[src/rtl/mm4r_pkg.sv]
package mm4r_pkg;

   localparam int unsigned MATRIX_DIM_DEFAULT = 4;
   localparam int unsigned WORD_WIDTH_DEFAULT = 32;

   // the row transaction carries four a columns and the result four m columns
   localparam int unsigned LANES       = 4;
   localparam int unsigned FIELD_WIDTH = 32;
   localparam int unsigned TAG_WIDTH   = 2;
   localparam int unsigned INDEX_WIDTH = 4;

   typedef enum logic {
      OP_LOAD = 1'b0,
      OP_ROW  = 1'b1
   } op_type;

   typedef struct packed {
      logic                 valid;
      logic [TAG_WIDTH-1:0] row_tag;
   } stage_ctl_type;

endpackage

[src/rtl/mm4r_sum.sv]
module mm4r_sum #(
   parameter int unsigned WORD_WIDTH = 32
) (
   input  logic                                   clock,
   input  logic                                   reset,
   input  mm4r_pkg::stage_ctl_type                in_ctl,
   output logic                                   in_ready,
   input  logic signed [2*WORD_WIDTH-1:0]         prod [mm4r_pkg::LANES][mm4r_pkg::LANES],
   output logic                                   out_valid,
   input  logic                                   out_ready,
   output logic [mm4r_pkg::TAG_WIDTH-1:0]         out_tag,
   output logic signed [mm4r_pkg::FIELD_WIDTH-1:0] out_m [mm4r_pkg::LANES],
   output logic                                   out_sat
);
   import mm4r_pkg::*;

   localparam int unsigned PROD_WIDTH = 2 * WORD_WIDTH;
   localparam int unsigned SUM_WIDTH  = PROD_WIDTH + 2;
   localparam int unsigned FRAC_BITS  = WORD_WIDTH / 2;
   localparam int unsigned HIGH_WIDTH = SUM_WIDTH - (WORD_WIDTH - 1 + FRAC_BITS);

   localparam logic signed [WORD_WIDTH-1:0] WORD_MAX = {1'b0, {(WORD_WIDTH-1){1'b1}}};
   localparam logic signed [WORD_WIDTH-1:0] WORD_MIN = {1'b1, {(WORD_WIDTH-1){1'b0}}};

   logic                          valid_ff;
   logic [TAG_WIDTH-1:0]          tag_ff;
   logic signed [FIELD_WIDTH-1:0] m_ff [LANES];
   logic signed [FIELD_WIDTH-1:0] m_in [LANES];
   logic                          sat_ff;
   logic                          sat_in;
   logic [LANES-1:0]              col_sat;

   assign in_ready = !valid_ff || out_ready;

   for (genvar j = 0; j < LANES; j++) begin : g_col
      logic signed [SUM_WIDTH-1:0]  acc;
      logic        [HIGH_WIDTH-1:0] high;
      logic signed [WORD_WIDTH-1:0] word;

      always_comb begin
         acc = '0;
         for (int k = 0; k < LANES; k++) begin
            acc = acc + SUM_WIDTH'(prod[j][k]);
         end
      end

      // floor shift of the exact sum, then clip when the upper bits are not all sign
      assign high = acc[SUM_WIDTH-1:WORD_WIDTH-1+FRAC_BITS];

      always_comb begin
         col_sat[j] = !((&high) || !(|high));
         if (!col_sat[j]) begin
            word = acc[WORD_WIDTH-1+FRAC_BITS:FRAC_BITS];
         end else if (acc[SUM_WIDTH-1]) begin
            word = WORD_MIN;
         end else begin
            word = WORD_MAX;
         end
         m_in[j] = FIELD_WIDTH'(word);
      end
   end

   assign sat_in = |col_sat;

   always_ff @(posedge clock) begin
      if (reset) begin
         valid_ff <= 1'b0;
      end else if (in_ready) begin
         valid_ff <= in_ctl.valid;
      end
   end

   always_ff @(posedge clock) begin
      if (in_ready && in_ctl.valid) begin
         tag_ff <= in_ctl.row_tag;
         m_ff   <= m_in;
         sat_ff <= sat_in;
      end
   end

   assign out_valid = valid_ff;
   assign out_tag   = tag_ff;
   assign out_m     = m_ff;
   assign out_sat   = sat_ff;

endmodule

[config.mk]
export PLATFORM = sky130hd
export DESIGN_NAME = mm4r_sum
export DESIGN_NICKNAME = d
export VERILOG_FILES = /design/src/rtl/mm4r_pkg.sv /design/src/rtl/mm4r_sum.sv
export SDC_FILE = /design/constraint.sdc
export NUM_CORES = 2
export LEC_CHECK = 0
export BUFFER_PORTS_ARGS = -buffer_cell sky130_fd_sc_hd__buf_4
export CAP_MARGIN = 20
export CORE_AREA = 2 2 451 453
export CTS_CLUSTER_DIAMETER = 50
export DETAILED_ROUTE_END_ITERATION = 8
export DIE_AREA = 0 0 453 455
export MAX_ROUTING_LAYER = met4
export REMOVE_ABC_BUFFERS = 1
export SLEW_MARGIN = 20
export SYNTH_ARGS = -nofsm -noshare
export SYNTH_HDL_FRONTEND = slang
export SYNTH_SLANG_ARGS = --single-unit
[constraint.sdc]
create_clock -name clock -period 11.3 [get_ports clock]
set_input_delay 0 -clock clock [delete_from_list [all_inputs] [get_ports clock]]
set_output_delay 0 -clock clock [all_outputs]
set_load 0.01 [all_outputs]
; After elaboration in Yosys (flattened, before gate mapping)
; Cells that the tools add are included.
[classes]
n_addsub = 12
n_reduce_logical = 24
bitwise = 0
n_mux = 8
multipliers = 0
n_lt_le_gt_ge = 0
div = 0
n_shift = 0
n_eq_ne = 0
[ops]
columns = op, count
row1 = 65-bit by 64-bit adder with 66-bit output, 4
row2 = 66-bit by 64-bit adder with 66-bit output, 4
row3 = 64-bit by 64-bit adder with 65-bit output, 4
row4 = 32-bit two-way mux, 8
row5 = 19-bit AND reduction, 4
row6 = 19-bit OR reduction, 4
row7 = 1-bit zero test, 9
row8 = 1-bit logical OR, 5
row9 = 4-bit OR reduction, 1
row10 = 1-bit logical AND, 1
[word_totals]
romBits = 0
ff_bits = 132
ramBits = 0
latch_bits = 0
mem_count = 0
elab_cells = 51

; Longest topological paths before layout
[logic_depth]
depth_word = 8
depth_mapped = 23

; Worst setup path after synthesis
; Ideal clock, no wire load.
[synth_timing]
path_kind = input-to-reg
startpoint = input port prod[792] (netlist name)
endpoint = register m_ff (netlist bit out_m[112]), data pin
setup_time_ns = 0.260
stages = 20
t_arrival_ns = 4.809
required_time_ns = 11.040
n_path_buf = 2
setup_slack_ns = 6.232
path_cell_list = inv_1 > fa_1 > fa_1 > inv_1 > ha_1 > a21oi_1 > o21ai_1 > a221o_1 > a221oi_1 > and3b_1 > clkbuf_1 > mux2_2 > a211oi_1 > nand3b_1 > nor4_1 > nand4_1 > or4_1 > o41ai_2 > buf_4 > mux2_2
[synth_between]
elab_chain_len = 5
elab_cells_between_ends = 7
cone_classes = add/sub: 1 / mux: 2 / reduce/logical: 4
[synth_lines]
columns = element, line
row1 = start: declaration, mm4r_sum.sv:8  ; input logic signed [2*WORD_WIDTH-1:0] prod [mm4r_pkg::LANES][mm4r_pkg::LANES],
row2 = 66-bit by 64-bit adder with 66-bit output *, mm4r_sum.sv:43  ; acc = acc + SUM_WIDTH'(prod[j][k]);
row3 = 19-bit OR reduction, mm4r_sum.sv:51  ; col_sat[j] = !((&high) || !(|high));
row4 = 1-bit zero test, mm4r_sum.sv:51
row5 = 1-bit logical OR, mm4r_sum.sv:51
row6 = 32-bit two-way mux *, mm4r_sum.sv:52  ; if (!col_sat[j]) begin
row7 = named net g_col[0].word[16], mm4r_sum.sv:38  ; logic signed [WORD_WIDTH-1:0] word;
row8 = end signal: assignment, mm4r_sum.sv:76  ; m_ff <= m_in;
row9 = end: declaration, mm4r_sum.sv:27  ; logic signed [FIELD_WIDTH-1:0] m_ff [LANES];
; Mark *: on every way through the listed nets, which the timed path passes. The rest lies on a longest branch.
; A chain may end at the register's enable or synchronous reset.

; Worst setup path in the final report
[layout_timing]
startpoint = input port prod[667] (netlist name)
endpoint = register m_ff (netlist bit out_m[80]), data pin
[layout_between]
elab_chain_len = 7
elab_cells_between_ends = 9
cone_classes = add/sub: 3 / mux: 2 / reduce/logical: 4
[layout_lines]
columns = element, line
row1 = 64-bit by 64-bit adder with 65-bit output *, mm4r_sum.sv:43
row2 = 65-bit by 64-bit adder with 66-bit output *, mm4r_sum.sv:43
row3 = 66-bit by 64-bit adder with 66-bit output *, mm4r_sum.sv:43
row4 = 19-bit OR reduction, mm4r_sum.sv:51
row5 = 1-bit zero test, mm4r_sum.sv:51
row6 = 1-bit logical OR, mm4r_sum.sv:51
row7 = 32-bit two-way mux *, mm4r_sum.sv:52
row8 = named net g_col[1].word[16], mm4r_sum.sv:38
; Marked as above.

==> flow_metrics.tcl <==
set metrics [dict create \
    status "finished, final reports clean" \
    drt_wl_total_um 190000 \
    dr.pass1.iters 9 \
    critPathMaxStageDelay_ps 890 \
    final-setup-viol-count 0 \
    clk_latency_ps 560 \
    dp_hpwl_um 174000 \
    gp_congestion 0.986 \
    drc 0 \
    rows 165 \
    vias 35803 \
    syn-cell-area_mm2 0.0356 \
    h-tree-depth 4 \
    finalHoldViolations 0 \
    p_sw_share_pct 54.1 \
    num-fill-cells 22272 \
    dieHeight_um 455 \
    combPwrFrac_pct 79.5 \
    cts_tree "yes" \
    critPathRequiredTime_ps 11600 \
    antenna_found_initial 60 \
    drt_iter0_drc 2620 \
    peakVddDrop_mv 0.104 \
    clkTransAtPathRegs_ps 80 \
    whs_ps 175 \
    placed_area_mm2 0.0474 \
    clock_power_share_pct 8.8 \
    overflow 0 \
    p_seq_share_pct 11.7 \
    grt_pass1_vias 36128 \
    slew_headroom_pct 15.6 \
    period_minus_slack_ps 6220 \
    post_cts_resized 0 \
    grt_pass1_wl_um 262000 \
    clock_sinks 132 \
    tightest_slew_ps 1260 \
    start_kind "input pin" \
    drive_gt1_share_pct 22.4 \
    yosysUniqueCellTypes 82 \
    switching_power_w 0.00429 \
    syn2layout_area_growth_pct 35.0 \
    die_area_mm2 0.206 \
    seqCellArea_mm2 0.00395 \
    syn-instance-count 4493 \
    ys_seq_elements 132 \
    crit_path_end_kind "register" \
    crit_type "in2reg" \
    die_w_um 453 \
    core-area_mm2 0.201 \
    maxCapViolations 0 \
    ys_seq_area_share_pct 11.1 \
    track_usage_pct 18.3 \
    min_path_type "in2reg" \
    rsz0062_at_grt "false" \
    power.density_mw_per_mm2 165 \
    syn_avg_cell_area_um2 7.93 \
    io_pins 1163 \
    routed_via_density 4.32 \
    routedWlPerCell_um 22.9 \
    yosysWarnings 0 \
    finalSetupTns_ps 0 \
    drv_slew 0 \
    grt_max_degree 93 \
    final_nets 7369 \
    io_buffers 1162 \
    final_area_mm2 0.0481 \
    fin_crit_sh_pct 55.1 \
    internal_power_w 0.00364 \
    max_freq_mhz 161 \
    multi_input_area_mm2 0.0259 \
    worstPathMaxFanout 34 \
    cts_buffers 17 \
    synth_flop_cell "edfxtp_1" \
    synth_edf_count 131 \
    arrival_ps 6520 \
    async_flop_share_pct 0 \
    cp_cell_sequence "buf_4, inv_1, fa_1, fa_1, inv_1, ha_1, a21oi_1, o21a_1, and2_1, a22oi_1, nor4b_1, nor3_1, a211oi_1, nand4_1, or4_1, nor4_1, a31o_2, nor2_2, buf_4, a21o_1" \
    finClkSkew_ps 12.8 \
    power.static_leakage_nw 24.8 \
    cp_slowest_cell "nor4b_1" \
    clockRootBuffer "clkbuf_16" \
    ant_nets 0 \
    cts.path.max_buffers 2 \
    initial_core_util_pct 17.7 \
]
final cells by class:
cell class                 count  area share, %
tap                         2672           6.95
inverter                    1425           11.1
timing repair buffer        1177           18.4
clock inverter                15          0.440
clock buffer                  17          0.884
antenna                       27          0.140
multi-input combinational   2822           53.8
sequential                   132           8.22
cell usage in the layout (no fill, tap or decap), types with 62 or more instances in the layout:
| cell | synthesis | final |
|---|---|---|
| inv_1 | 1424 | 1424 |
| buf_4 | 4 | 1172 |
| fa_1 | 512 | 512 |
| a21oi_1 | 331 | 331 |
| nand2_1 | 271 | 271 |
| ha_1 | 252 | 252 |
| o21ai_0 | 214 | 214 |
| nor2_1 | 164 | 164 |
| edfxtp_1 | 131 | 131 |
| a21o_1 | 106 | 106 |
| xnor2_1 | 105 | 105 |
| nand4_1 | 100 | 100 |
| xor2_1 | 78 | 78 |
| nand3_1 | 63 | 63 |
| mux2i_1 | 62 | 62 |
power by group through the flow:
stage               Clock, W  Combinational (W)  Sequential (W)
floorplan                  0            0.00374         0.00103
global placement           0            0.00623        0.000939
detailed placement         0            0.00623        0.000941
CTS                 0.000720            0.00627        0.000932
global route        0.000723            0.00689        0.000947
finish              0.000696            0.00631        0.000928
logic make-up (layout without fill, tap and decap cells):
kind of cell	count (synthesis)	count (layout)	synth area share, %
adder cells (fa/ha/maj)	764	764	37.6
XOR/XNOR	183	183	4.50
AO/OA/AOI/OAI	950	950	16.5
flip-flops	132	132	11.1
multiplexers	71	71	2.03
AND/OR/NAND/NOR	854	854	11.9
buffers and inverters	1539	2634	16.3
other	0	27	0
cell usage after synthesis, types with 5 or more instances:
cell          n  area [um^2]
inv_1      1424         5350
a22oi_1       6         45.0
a21oi_1     331         1660
o21ai_0     214         1070
nor4_1       32          200
nor2_1      164          616
nor2b_1      16          100
o31ai_1      23          173
nand2b_1      9         56.3
a2111oi_0    12          105
and4_1       23          201
o22ai_1      11         68.8
ha_1        252         3150
nor3_1       57          285
a221o_1      11          110
buf_2         9         45.0
o21a_1       29          218
o2111ai_1     7         61.3
nand2_1     271         1020
a211oi_1     21          158
xor2_1       78          683
mux2_2        9          101
o21ai_1       7         35.0
or4_1        17          128
xnor2_1     105          920
fa_1        512        10200
nand3_1      63          315
a21boi_0     15          113
nand4_1     100          626
and3_1       19          119
mux2i_1      62          621
o211ai_1     20          150
o221ai_1     11         96.3
or2_2        16          100
and2_1       19          119
clkbuf_1     98          368
a31oi_1      26          163
nor3b_1       5         37.5
a21o_1      106          796
o21bai_1     42          315
edfxtp_1    131         3930
or3_1        21          131
a221oi_1      6         52.6
registers in the layout, indices dropped and copies added, names as in the netlist:
signal     count
out_m        128
out_sat        1
out_valid      1
out_tag        2
metrics by stage:
stage                     total power [W]  worst slack, ps  cells  util (%)
after floorplan                   0.00477             4560   4379         -
after global placement            0.00717             4380   8224      23.5
after detailed placement          0.00717             4330   8224      23.5
after CTS                         0.00792             4930   8260      23.9
after global routing              0.00856             4670   8284      23.9
final                             0.00794             5080   8287      23.9
final timing paths:
check / from / to / slack, ps / cells past startpoint
worst max-delay path: prod[667] / out_m[80] / 5080 / 20
worst min-delay path: in_ctl[2] / out_tag[1] / 180 / 2
worst max register to register: out_valid / out_m[27] / 9070 / 3
worst min register to register: out_valid / out_tag[1] / 1110 / 2
repair_timing:
action / 4_1_cts / 5_1_grt
hold buffers: 4 / 0
endpoints found under the setup margin: 0 / 0
endpoints found under the hold margin: 3 / 0
setup buffers: 0 / 0
layer usage:
layer,share of wire (%),up-vias,global-route usage (%)
li1,-,16483,-
met1,43,17693,22.7
met2,49,1476,30.9
met3,5.2,151,2.75
met4,2.8,0,5.05
met5,0,-,-
worst max-delay path: cells and delay by family:
kind            cells  cell delay [ps]
simple gates        7             2120
fa+ha+maj           3             1430
buf+inv             4              670
compound gates      6             2240
No activity file was read; power rests on OpenSTA's default activity.
