`config.mk`:
```
export PLATFORM = sky130hd
export DESIGN_NAME = mm4r_bstore
export DESIGN_NICKNAME = d
export VERILOG_FILES = /design/src/rtl/mm4r_pkg.sv /design/src/rtl/mm4r_bstore.sv
export SDC_FILE = /design/constraint.sdc
export NUM_CORES = 1
export LEC_CHECK = 0
export BUFFER_PORTS_ARGS = -buffer_cell sky130_fd_sc_hd__buf_2
export CAP_MARGIN = 0
export CORE_MARGIN = 2
export CORE_UTILIZATION = 25
export DETAILED_ROUTE_END_ITERATION = 8
export GPL_ROUTABILITY_DRIVEN = 1
export REMOVE_ABC_BUFFERS = 1
export SLEW_MARGIN = 20
export SYNTH_ARGS = -nofsm -noshare
export SYNTH_HDL_FRONTEND = slang
export SYNTH_SLANG_ARGS = --single-unit
```
`constraint.sdc`:
```
create_clock -name clock -period 1.7 [get_ports clock]
set_clock_uncertainty 0.05 [all_clocks]
set_input_delay 0.34 -clock clock [delete_from_list [all_inputs] [get_ports clock]]
set_output_delay 0.34 -clock clock [all_outputs]
set_load 0.05 [all_outputs]
```
`src/rtl/mm4r_pkg.sv`:
```
package mm4r_pkg;

   localparam int unsigned MATRIX_DIM_DEFAULT = 4;
   localparam int unsigned WORD_WIDTH_DEFAULT = 32;

   // the row transaction carries four a columns and the result four m columns
   localparam int unsigned LANES       = 4;
   localparam int unsigned FIELD_WIDTH = 32;
   localparam int unsigned TAG_WIDTH   = 2;
   localparam int unsigned INDEX_WIDTH = 4;

   typedef enum logic {
      OP_LOAD = 1'b0,
      OP_ROW  = 1'b1
   } op_type;

   typedef struct packed {
      logic                 valid;
      logic [TAG_WIDTH-1:0] row_tag;
   } stage_ctl_type;

endpackage

```
`src/rtl/mm4r_bstore.sv`:
```
module mm4r_bstore #(
   parameter int unsigned MATRIX_DIM = 4,
   parameter int unsigned WORD_WIDTH = 32
) (
   input  logic                                     clock,
   input  logic                                     reset,
   input  logic                                     wr_en,
   input  logic [mm4r_pkg::INDEX_WIDTH-1:0]         wr_index,
   input  logic signed [WORD_WIDTH-1:0]             wr_value,
   output logic signed [WORD_WIDTH-1:0]             b_out [mm4r_pkg::LANES][mm4r_pkg::LANES]
);
   import mm4r_pkg::*;

   localparam int unsigned INDEX_SPAN = 1 << INDEX_WIDTH;

   // only the entries that a four column row can reach and a load index can name are kept
   for (genvar k = 0; k < LANES; k++) begin : g_row
      for (genvar j = 0; j < LANES; j++) begin : g_col
         if (k < MATRIX_DIM && j < MATRIX_DIM && (k * MATRIX_DIM + j) < INDEX_SPAN) begin : g_entry
            localparam logic [INDEX_WIDTH-1:0] ENTRY = INDEX_WIDTH'(k * MATRIX_DIM + j);
            logic signed [WORD_WIDTH-1:0] b_ff;
            logic signed [WORD_WIDTH-1:0] b_in;

            always_comb begin
               b_in = b_ff;
               if (wr_en && wr_index == ENTRY) begin
                  b_in = wr_value;
               end
            end

            always_ff @(posedge clock) begin
               if (reset) begin
                  b_ff <= '0;
               end else begin
                  b_ff <= b_in;
               end
            end

            assign b_out[k][j] = b_ff;
         end else begin : g_none
            assign b_out[k][j] = '0;
         end
      end
   end

endmodule

```
* Word-level counts from Yosys, hierarchy flattened
Cells that the tools add are included.
** Storage, ports and cells
- Flip-flop bits (word level) :: 512
- Latch bits :: 0
- Bits in writable memories :: 0
- Memory bits (read-only) :: 0
- Input bits :: 39
- Memories kept :: 0
** Cells by class
- Add/subtract/negate cells :: 0
- $mul :: 0
- Div/mod/pow operators :: 0
- Order comparisons :: 0
- Equal/unequal tests :: 15
- Shift-type cells :: 0
- Muxes and demuxes :: 0
- Bitwise gates (word level) :: 0
- Reduce and logical (&&, ||, !) cells :: 17
** Operators by type and width (count)
- $eq 4x4->1 const B :: 8
- $eq 4x3->1 const B :: 4
- $logic_and 1x1->1 :: 16
- $eq 4x2->1 const B :: 2
- $eq 4x1->1 const B :: 1
- $logic_not 4->1 :: 1

* Depth between registers and ports, before layout
Gate-level depths: netlist of the first run.
- Word-level depth :: 2
- Depth in mapped cells :: 7
- Mapped depth without buffers :: 3

* Worst setup path before layout of the first run
No wires, ideal clock.
- Path type :: input port to flip-flop
- From :: input port wr_index[0] in the netlist's numbering
- To :: register g_row[0].g_col[1].g_entry.b_ff[0]
- Library setup time :: 128 ps
- Data arrival time :: 1246 ps
- Data required time :: 1522 ps
- Path slack :: 276 ps
- Cell stages on the path :: 7
- Cell sequence :: buf_2 > nor2b_1 > buf_2 > and2_1 > buf_2 > buf_6 > mux2i_1
** Between the ends
- Longest elaborated chain between the ends :: 2
** RTL lines
- start, declared :: line mm4r_bstore.sv:8 : input logic [mm4r_pkg::INDEX_WIDTH-1:0] wr_index,
- $eq 4x1->1 :: line mm4r_bstore.sv:26 : if (wr_en && wr_index == ENTRY) begin
- $logic_and 1x1->1 :: line mm4r_bstore.sv:26
- end signal, assigned :: line mm4r_bstore.sv:35 : b_ff <= b_in;
- end, declared :: line mm4r_bstore.sv:21 : logic signed [WORD_WIDTH-1:0] b_ff;
Every way passes these cells.
A chain may end at the register's enable or synchronous reset.

* Worst setup path in the final report of the first run
- From :: register g_row[3].g_col[2].g_entry.b_ff[24]
- To :: output port b_out[56] in the netlist's numbering
** RTL lines
- start, declared :: line mm4r_bstore.sv:21
- start signal, assigned :: line mm4r_bstore.sv:35
- end, declared :: line mm4r_bstore.sv:10 : output logic signed [WORD_WIDTH-1:0] b_out [mm4r_pkg::LANES][mm4r_pkg::LANES]
No word-level cell between the ends.

==> summary.txt, run 1 <==
Yosys
  • Adder-cell area share of the yosys netlist: 0%
  • Mux cell area share after synthesis: 25.9%
  • Simple-Gate Fraction of Synth Area: 17.9%
  • Syn_area_per_cell: 11.2 µm²
  • Synth Area in Compound Gates: 0%
  • Synthesis-stage register bit count: 512
  • Warnings, synthesis: 0
  • Post-Syn Area: roughly 20000 µm²
  • Cell count after synthesis: 1772
  • Sequential area share after synthesis: 51.8%
  • Post-Synth XOR/XNOR Area: 0%
  • Main combinational cell family by area after synthesis: multiplexers
  • Post-synthesis cell type count: 17

Routing
  • Vias: 14100
  • First drt pass iteration count: 5
  • Via-to-Cell Ratio: between 4 and 5
  • Post-Route WL: 64500 µm
  • DRC viols: 0
  • Post-route ant nets: 0
  • Iter 0 DRT Violations: 553
  • Routed len/inst: 18.9 µm

GRT
  • First-pass GRT wire length: approximately 94000 µm
  • Met3 Resource Use GR: under 10%
  • Met1 Use GR: between 10% and 20%
  • Initial antenna violation count: 1
  • GR met2 Demand/Resource: 25.3%
  • Vias in the first global route: between 10000 and 15000
  • Largest net degree at the start of global routing: 52
  • Top Usage Layer GRT: met2
  • Gr ovfl total: 0
  • GRT Total Usage: 15.2%

Layout
  • ANT cells: 0
  • Top reg by flops: g_row.g_col.g_entry.b_ff
  • Fraction of layout cells with a size suffix above 1: 33.0%
  • Largest regs: g_row.g_col.g_entry.b_ff: 512 flops
  • Fillers: 7983
  • Reg area: roughly 10000 µm²
  • Syn-to-layout area delta: 35.1%
  • Max reg flops: 512
  • Layout Nets: 2360
  • Area of the multi-input gates: 8790 µm²

CTS
  • TritonCTS buffer count: 56
  • Root buffer cell: clkbuf_16
  • Clock Path Buffers: 3
  • Clock Latency Late Sink: 0.59 ns
  • Setup Buffers After CTS: 0
  • Clock transition at path regs: 0.06 ns
  • CTS tree: yes
  • Post-CTS Hold Buffers: 0
  • Clock sink count: 512
  • CTS H-tree depth: 2

Floorplan
  • Core box area: roughly 79000 µm²
  • Starting Density: about a quarter
  • Die H: roughly 290 µm
  • Die Wd: 285 µm
  • Die footprint: between 80000 and 90000 µm²
  • Top-Level Pins: between 500 and 600
  • Num rows: 103

Setup path
  • Crit Path Max Fanout: 2
  • Required time of the critical path: around 1.3 ns
  • Worst stage delay on the critical path: 0.37 ns
  • Slowest cell on crit path: dfxtp_1
  • Crit path kind: reg2out
  • Worst R2R Setup Slack: 0.99 ns
  • Worst path bufs/invs: 1
  • R2r startpoint: g_row[0].g_col[2].g_entry.b_ff[7]
  • Path length in cells of the critical path: 1
  • Worst setup EP type: output port
  • Critical Path, Cell by Cell: buf_2
  • Cell family with most CP delay: flip-flops
  • Element type at the critical path start: flip-flop
  • R2R depth: 2
  • Crit path arrival time: 1.23 ns
  • R2r endpoint: g_row[0].g_col[2].g_entry.b_ff[7]

Hold path
  • Hold EP: g_row[1].g_col[1].g_entry.b_ff[21]
  • Hold Path Class: in2reg
  • Hold Path Origin: wr_value[21]
  • Hold Path Cell Cnt: 4

Power and ir drop
  • P_int: 20.7 mW
  • Comb pwr share: 7.7%
  • Psw: ~6.4 mW
  • Pwr/cell area: slightly above 1000 nW/µm²
  • Clock power share: approximately 47%
  • VDD IR max: roughly 0.00064 V
  • Flop pwr share: 45.2%
  • Sw Share: 23.6%
  • Pleak: 14.6 nW

STA
  • Slew HR: 41.0%
  • Max Clock Freq: a little over 600 MHz
  • Final Max Tran Viols: 0
  • Final hold viol count: 0
  • Period minus WS final: 1.62 ns
  • RSZ-0062 raised after global routing: false
  • Setup violations, final: 0
  • Fin Hold WS: between 0.1 and 0.15 ns
  • Worst-margin pin slew: 0.883 ns
  • Final period utilization: approximately 96%
  • Setup_tns: 0 ns

Placement
  • Port bufs: 550
  • Final HPWL DP: 45200 µm
  • GPL Wtd Cong: 0.781

Flow run
  • Max Cap Viol: 0

Outcome
  • Run status: completed
==> through the flow <==
stage	total power [mW]	setup slack, ns	instance area, µm²	util [%]	std cells
after global routing	28.0	0.00271	26700	34.0	3411
after detailed placement	14.6	-0.308	24800	31.5	3313
final	27.1	0.0753	26700	34.0	3411
after CTS	27.5	0.00978	26700	34.0	3411
after floorplan	13.7	-0.552	18900	-	1592
after global placement	14.6	-0.317	24800	31.5	3313
==> cell type report <==
class / instances / share of cell area (%)
flip-flops and latches: 512 / 38.4
multi-input cells: 1080 / 32.9
repair buffers: 671 / 16.6
clock buffers: 83 / 6.38
well taps: 1050 / 4.92
clock inverters: 15 / 0.866
==> cells in the final DEF, fill, tap and decap left out <==
master and count:
nor3b_2 1, clkbuf_8 18, and2_4 1, nand2b_1 544, nand3_4 4, clkbuf_16 57, nand2_1 1, bufinv_16 6
nand2_4 11, dfxtp_1 512, clkinv_2 7, mux2i_1 512, clkbuf_1 8, buf_4 64, buf_2 545, clkinv_4 1
nor2_1 1, and3_1 1, buf_12 60, clkbuf_4 1, buf_8 1, and3b_1 2, nor2b_1 2, clkinvlp_4 1
==> Yosys cell counts <==
| library cell | instances | area, µm² |
|---|---|---|
| and2_1 | 1 | 6.26 |
| and3_1 | 1 | 6.26 |
| and3b_1 | 2 | 17.5 |
| buf_2 | 55 | 275 |
| buf_4 | 24 | 180 |
| buf_6 | 3 | 33.8 |
| clkbuf_1 | 98 | 368 |
| dfxtp_1 | 512 | 10200 |
| mux2i_1 | 512 | 5120 |
| nand2_1 | 11 | 41.3 |
| nand2_2 | 1 | 6.26 |
| nand2b_1 | 544 | 3400 |
| nand3_1 | 1 | 5.00 |
| nand3_2 | 3 | 30.0 |
| nor2_1 | 1 | 3.75 |
| nor2b_1 | 2 | 12.5 |
| nor3b_2 | 1 | 12.5 |
==> per-layer routing <==
layer  up-vias  part of all wire (%)
met4         0                   2.1
met3        79                   5.7
met1      6783                    45
met5         -                     0
li1       6896                     -
met2       358                    47
==> power groups by stage <==
stage               Clock [mW]  Combinational [mW]  Sequential [mW]
floorplan                    0               0.614             13.0
global placement             0                2.10             12.5
detailed placement           0                2.10             12.5
CTS                       13.1                2.11             12.2
global route              13.6                2.19             12.2
finish                    12.8                2.09             12.2
==> kinds of logic (layout without fill, tap and decap cells) <==
family | after synthesis | after routing
flops | 512 | 512
buf+inv | 180 | 769
mux | 512 | 512
simple gates | 568 | 568
==> how the worst max path moves through the flow <==
stage	from	end	slack, ns
detailed placement	wr_index[0]	g_row[3].g_col[2].g_entry.b_ff[16]	-0.31
global placement	wr_index[0]	g_row[3].g_col[2].g_entry.b_ff[19]	-0.32
finish	g_row[3].g_col[2].g_entry.b_ff[24]	b_out[56]	0.08
floorplan	wr_index[3]	g_row[0].g_col[3].g_entry.b_ff[0]	-0.55
global route	g_row[3].g_col[2].g_entry.b_ff[24]	b_out[56]	0.003
CTS	g_row[2].g_col[2].g_entry.b_ff[23]	b_out[183]	0.01
==> what timing repair did <==
item	4_1_cts	5_1_grt
pin swaps	0	0
gates resized for setup	3	1
endpoints found under the setup margin	3	1
No activity file was read; power rests on OpenSTA's default activity.
==> inputs of run 2 (changes only) <==
--- a/config.mk
+++ b/config.mk
@@ -5,6 +5,7 @@
 export SDC_FILE = /design/constraint.sdc
 export NUM_CORES = 1
 export LEC_CHECK = 0
+export ABC_AREA = 1
 export BUFFER_PORTS_ARGS = -buffer_cell sky130_fd_sc_hd__buf_2
 export CAP_MARGIN = 0
 export CORE_MARGIN = 2
==> run 2 against run 1 <==
  * Flip-flop and latch count stayed put
  * Core utilization is 0.13 points higher
  * Sequential share of layout area is 1.7 points lower
  * Final area is 4.5% higher
  * Via count is 47% higher
  * Non-clock buffer count is 60 higher
  * Count of clock-buffer cells in the layout stayed put
  * Critical path type unchanged
  * Power is 7.3% higher
  * Setup slack worse by 0.031 ns
  * First-iteration DRC count grew to 2.6 times the previous value
==> summary.txt, run 2 <==
Layout
  • Largest regs: g_row.g_col.g_entry.b_ff: 512 flops
  • ANT cells: 0
  • Commonest non-fill, non-tap cell in the layout: nor2_1
  • Fillers: ~8800
  • Most frequent cells in the layout: nor2_1 (832), nand2_1 (711), buf_2 (543), dfxtp_1 (512), nand3_1 (258)
  • Fraction of layout cells with a size suffix above 1: 23.5%
  • Finished Core Util: 34.1%
  • Syn-to-layout area delta: 35.6%
  • Top reg by flops: g_row.g_col.g_entry.b_ff
  • Max reg flops: 512
  • Finished layout cell area: 27900 µm²
  • Layout Nets: between 3000 and 4000

Outcome
  • Run status: completed

Floorplan
  • Die footprint: 84700 µm²
  • Top-Level Pins: 551
  • Starting Density: 25.2%
  • Die H: 291 µm
  • Num rows: 105
  • Core box area: just over 80000 µm²
  • Die Wd: slightly below 300 µm

Power and ir drop
  • Pwr Total: between 20 and 30 mW
  • VDD IR max: 0.000649 V
  • Pleak: 13.3 nW
  • Pwr/cell area: approximately 1000 nW/µm²

CTS
  • Clock sink count: 512
  • Clock transition at path regs: 0.06 ns
  • TritonCTS buffer count: 58
  • Clock Latency Late Sink: 0.60 ns
  • CTS H-tree depth: 2
  • Root buffer cell: clkbuf_16
  • Clock Path Buffers: 3
  • Setup Buffers After CTS: 0
  • CTS tree: yes

STA
  • Final period utilization: ~97%
  • Max Clock Freq: ~600 MHz
  • Final Max Tran Viols: 0
  • Worst-margin pin slew: 0.602 ns
  • Final hold viol count: 0
  • Setup violations, final: 0
  • RSZ-0062 raised after global routing: false
  • Period minus WS final: 1.66 ns
  • Slew HR: roughly three fifths

Yosys
  • Cell count after synthesis: approximately 3000
  • Main combinational cell family by area after synthesis: simple AND/OR/NAND/NOR gates
  • Yosys top cell area share: 49.8%
  • Synth Area in Compound Gates: 3.11%
  • Count leader, synth: nor2_1
  • Mux cell area share after synthesis: 0%
  • Post-Synth XOR/XNOR Area: 0%
  • Synth top area cells: dfxtp_1 (50%), nor2_1 (15%), nand2_1 (13%)
  • Post-synth EDFFs: 0
  • Warnings, synthesis: 0
  • Most frequent cells after synthesis: nor2_1 (844), nand2_1 (711), dfxtp_1 (512), nand3_1 (260), inv_1 (164)
  • Syn_area_per_cell: 6.83 µm²
  • Area leader, netlist: dfxtp_1
  • Ys flop type: dfxtp_1
  • Synthesis-stage register bit count: 512
  • Simple-Gate Fraction of Synth Area: 38.7%
  • Post-Syn Area: 20600 µm²
  • Post-synth ARST share: 0%
  • Adder-cell area share of the yosys netlist: 0%
  • Post-synthesis cell type count: 12
  • Sequential area share after synthesis: 49.8%

Setup path
  • Cell family with most CP delay: flip-flops
  • Worst path bufs/invs: 1
  • Critical Path, Cell by Cell: buf_2
  • Crit path arrival time: 1.27 ns
  • Slowest cell on crit path: dfxtp_1
  • Crit path kind: reg2out
  • Required time of the critical path: 1.31 ns
  • Element type at the critical path start: flip-flop
  • Crit Path Max Fanout: 2
  • Worst stage delay on the critical path: ~0.4 ns
  • Worst setup EP type: output port

Routing
  • Post-route ant nets: 0
  • First drt pass iteration count: 6
  • Routed len/inst: approximately 16 µm
  • Via-to-Cell Ratio: 4.44
  • Iter 0 DRT Violations: ~1400
  • Post-Route WL: between 70000 and 80000 µm
  • DRC viols: 0
  • Vias: 20700

GRT
  • Vias in the first global route: roughly 18000
  • Gr ovfl total: 0
  • GRT Total Usage: 17.3%
  • First-pass GRT wire length: 115000 µm
  • Largest net degree at the start of global routing: 72
  • Initial antenna violation count: 3

Hold path
  • Hold Path Class: in2reg

Flow run
  • Max Cap Viol: 0

Placement
  • Port bufs: 550
  • Placed instance area: 25900 µm²
  • GPL Wtd Cong: 0.788
  • Final HPWL DP: 53400 µm
run 2: worst min-delay path: stages:
cell	delay, ns
buf_2	0.17
nor2_4	0.08
nand4_1	0.08
nand2_1	0.05
nor2_1	0.07
run 2: cells by family (layout without fill, tap and decap cells):
| logic type | count (synthesis) | after routing |
|---|---|---|
| compound gates | 128 | 128 |
| buf+inv | 428 | 1003 |
| flops | 512 | 512 |
| simple gates | 1947 | 1947 |
run 2: timing repair:
item	CTS	global route
endpoints found under the hold margin	14	0
gates resized for setup	3	4
hold buffers	1	0
pin swaps	0	0
endpoints found under the setup margin	2	4
run 2: final timing paths:
kind | startpoint | to | slack (ns) | cells after the start
worst min-delay path | wr_index[3] | g_row[1].g_col[0].g_entry.b_ff[12] | 0.18 | 5
worst max-delay path | g_row[0].g_col[0].g_entry.b_ff[20] | b_out[500] | 0.04 | 1
worst max register to register | g_row[0].g_col[0].g_entry.b_ff[20] | g_row[0].g_col[0].g_entry.b_ff[20] | 0.97 | 4
worst min register to register | g_row[0].g_col[3].g_entry.b_ff[2] | g_row[0].g_col[3].g_entry.b_ff[2] | 0.42 | 2
run 2: per-stage QoR:
stage,setup TNS [ns],hold slack [ns],instances,worst slack [ns]
6_report,0,0.183,4660,0.0442
3_3_place_gp,0,0.405,4552,0.0540
4_1_cts,0,0.135,4660,0.000464
2_1_floorplan,-2264.99,0.499,2752,-6.96
3_5_place_dp,0,0.412,4552,0.0284
5_1_grt,0,0.187,4660,0.000328
run 2: final cells by class:
| type | count | area (µm²) | area share (%) |
|---|---|---|---|
| timing repair buffer | 731 | 4970 | 17.8 |
| inverter | 165 | 632 | 2.26 |
| multi-input combinational | 2075 | 8730 | 31.3 |
| clock inverter | 24 | 328 | 1.17 |
| clock buffer | 83 | 1670 | 5.97 |
| tap | 1070 | 1340 | 4.79 |
| sequential | 512 | 10200 | 36.7 |
run 2: metal layers:
layer  up-vias  global-route usage (%)  share of wire, %
li1      10400                       -                 -
met2       752                    28.6                46
met4         4                    4.68               2.5
met5         -                       0             0.037
met1      9389                    22.4                43
met3       110                    4.00               7.6
run 2: where the power goes:
group,total (mW),switching (mW),internal [mW]
clock,13.1,5.26,7.88
sequential,12.4,0.135,12.3
combinational,3.52,2.55,0.975
total,29.1,7.94,21.1
==> inputs of run 3 (changes only) <==
--- a/config.mk
+++ b/config.mk
@@ -9,7 +9,7 @@
 export BUFFER_PORTS_ARGS = -buffer_cell sky130_fd_sc_hd__buf_2
 export CAP_MARGIN = 0
 export CORE_MARGIN = 2
-export CORE_UTILIZATION = 25
+export CORE_UTILIZATION = 40
 export DETAILED_ROUTE_END_ITERATION = 8
 export GPL_ROUTABILITY_DRIVEN = 1
 export REMOVE_ABC_BUFFERS = 1
==> run 3 against run 2 <==
  * Register-to-register slack lost 0.03 ns
  * Worst hold slack lost 0.14 ns
  * Sequential power is essentially flat
  * Critical path depth is the same
  * Power shrank 4.0%
  * Final cell count shrank 9.6%
  * Clock power shrank 8%
  * First-iteration DRC count grew 17%
  * Die area shrank 37%
  * Via count grew 0.70%
  * Critical path type unchanged
  * Largest cell class unchanged
==> summary.txt, run 3 (synthesized netlist as in run 2, its figures left out) <==
Outcome
  • Run status: completed

CTS
  • Root buffer cell: clkbuf_16
  • Clock Path Buffers: 3
  • CTS tree: yes
  • TritonCTS buffer count: 55
  • Clock transition at path regs: 0.06 ns
  • Post-CTS Hold Buffers: 0
  • Clock sink count: 512
  • Clock Latency Late Sink: approximately 0.60 ns
  • CTS H-tree depth: 2

Floorplan
  • Top-Level Pins: 551
  • Core box area: between 50000 and 60000 µm²
  • Die Wd: 231 µm
  • Die H: 231 µm
  • Die footprint: 53300 µm²
  • Starting Density: approximately two fifths
  • Num rows: 83

Placement
  • Final HPWL DP: 50000 µm
  • Port bufs: 550
  • GPL Wtd Cong: 0.835

Layout
  • Top reg by flops: g_row.g_col.g_entry.b_ff
  • Fillers: ~5000
  • Most frequent cells in the layout: nor2_1 (832), nand2_1 (711), buf_2 (543), dfxtp_1 (512), nand3_1 (258)
  • Fraction of layout cells with a size suffix above 1: 22.3%
  • Commonest non-fill, non-tap cell in the layout: nor2_1
  • Layout Nets: 3525
  • Syn-to-layout area delta: 30.1%
  • Max reg flops: 512
  • Area of the multi-input gates: 8720 µm²
  • Largest regs: g_row.g_col.g_entry.b_ff: 512 flops
  • Reg area: 10200 µm²

STA
  • Max Clock Freq: between 500 and 600 MHz
  • Final period utilization: 98.9%
  • Final hold viol count: 0
  • Worst-margin pin slew: between 0.5 and 0.6 ns
  • Setup violations, final: 0
  • RSZ-0062 raised after global routing: false
  • Slew HR: 60.2%
  • Period minus WS final: approximately 1.7 ns
  • Fin Hold WS: 0.0441 ns
  • Final Max Tran Viols: 0

Routing
  • Post-Route WL: 74200 µm
  • Post-route ant nets: 0
  • First drt pass iteration count: 5
  • Via-to-Cell Ratio: ~5.0
  • DRC viols: 0
  • Vias: 20800
  • Routed len/inst: 17.6 µm
  • Iter 0 DRT Violations: ~1700

Setup path
  • Worst stage delay on the critical path: about 0.40 ns
  • Required time of the critical path: between 1 and 1.5 ns
  • Worst setup EP type: output port
  • Worst path bufs/invs: 1
  • Worst R2R Setup Slack: 0.94 ns
  • Crit path kind: reg2out
  • Crit Path Max Fanout: 2
  • Crit path arrival time: 1.29 ns
  • Cell family with most CP delay: flip-flops
  • Slowest cell on crit path: dfxtp_1
  • Element type at the critical path start: flip-flop
  • Critical Path, Cell by Cell: buf_2

Power and ir drop
  • Pleak: 13.0 nW
  • P_int: between 20 and 25 mW
  • Psw: 7.61 mW
  • Flop pwr share: ~45%
  • Clock power share: 43.4%
  • Pwr/cell area: 1040 nW/µm²
  • VDD IR max: 0.000742 V
  • Comb pwr share: roughly 12%
  • Pwr Total: about 28 mW
  • Sw Share: 27.3%

GRT
  • First-pass GRT wire length: about 110000 µm
  • Largest net degree at the start of global routing: 83
  • GRT Total Usage: 26.9%
  • Gr ovfl total: 0
  • Initial antenna violation count: 1
  • Vias in the first global route: roughly 19000

Flow run
  • Max Cap Viol: 0

Hold path
  • Hold Path Class: in2reg
run 3: cell types whose count changed in the layout (fill, tap and decap cells not counted), sizes merged:
cell / previous run / this run
diode: 0 / 1
inv: 169 / 167
clkinv: 10 / 9
bufinv: 7 / 2
clkbuf: 87 / 90
buf: 726 / 674
clkinvlp: 3 / 1
dlygate4sd3: 1 / 0
run 3: per-stage QoR:
stage | worst slack [ns] | utilization (%) | cell area, µm² | TNS (ns) | instances
6_report | 0.0192 | 52.4 | 26800 | 0 | 4211
5_1_grt | 0.00248 | 52.4 | 26800 | 0 | 4210
4_1_cts | 0.00292 | 52.4 | 26800 | 0 | 4210
3_5_place_dp | -0.0261 | 48.8 | 24900 | -0.177 | 4109
3_3_place_gp | -0.0181 | 48.8 | 24900 | -0.196 | 4109
2_1_floorplan | -6.96 | - | 19500 | -2264.99 | 2752
run 3: timing repair:
item / in CTS / in global routing
setup buffers: 0 / 0
endpoints found under the hold margin: 0 / 0
gates cloned: 0 / 0
gates resized for setup: 3 / 3
endpoints found under the setup margin: 3 / 3
run 3: layout make-up:
type                            count  area share [%]
Timing Repair Buffer              677            16.8
Sequential cell                   512            38.3
Tap cell                          680            3.18
Clock buffer                       87            6.37
Clock inverter                     14           0.486
Antenna cell                        1         0.00934
Multi-Input combinational cell   2075            32.6
Inverter                          165            2.35
run 3: metal layers:
| layer | up-vias | wire, µm | global-route usage, % |
|---|---|---|---|
| li1 | 10300 | - | - |
| met1 | 9647 | 31700 | 35.3 |
| met2 | 743 | 34100 | 43.2 |
| met3 | 120 | 6020 | 6.42 |
| met4 | 0 | 2380 | 8.97 |
| met5 | - | 0 | 0 |
run 3: worst paths after layout:
| check | start | to | cells after the start |
|---|---|---|---|
| worst max register to register | g_row[0].g_col[0].g_entry.b_ff[2] | g_row[0].g_col[0].g_entry.b_ff[2] | 4 |
| worst min-delay path | reset | g_row[0].g_col[1].g_entry.b_ff[1] | 4 |
| worst max-delay path | g_row[0].g_col[0].g_entry.b_ff[2] | b_out[482] | 1 |
| worst min register to register | g_row[1].g_col[1].g_entry.b_ff[24] | g_row[1].g_col[1].g_entry.b_ff[24] | 2 |
run 3: power groups by stage:
stage	registers, mW	clock network (mW)	logic [mW]
2_1_floorplan	13.6	0	1.43
3_3_place_gp	12.7	0	3.34
3_5_place_dp	12.7	0	3.37
4_1_cts	12.4	12.3	3.38
5_1_grt	12.4	12.8	3.64
6_report	12.4	12.1	3.38
run 3: worst register-to-register path: stages (launching register included):
cell and delay [ns]:
dfxtp_1 0.40, inv_1 0.06, nand2_1 0.06, inv_1 0.04, nor2_1 0.09
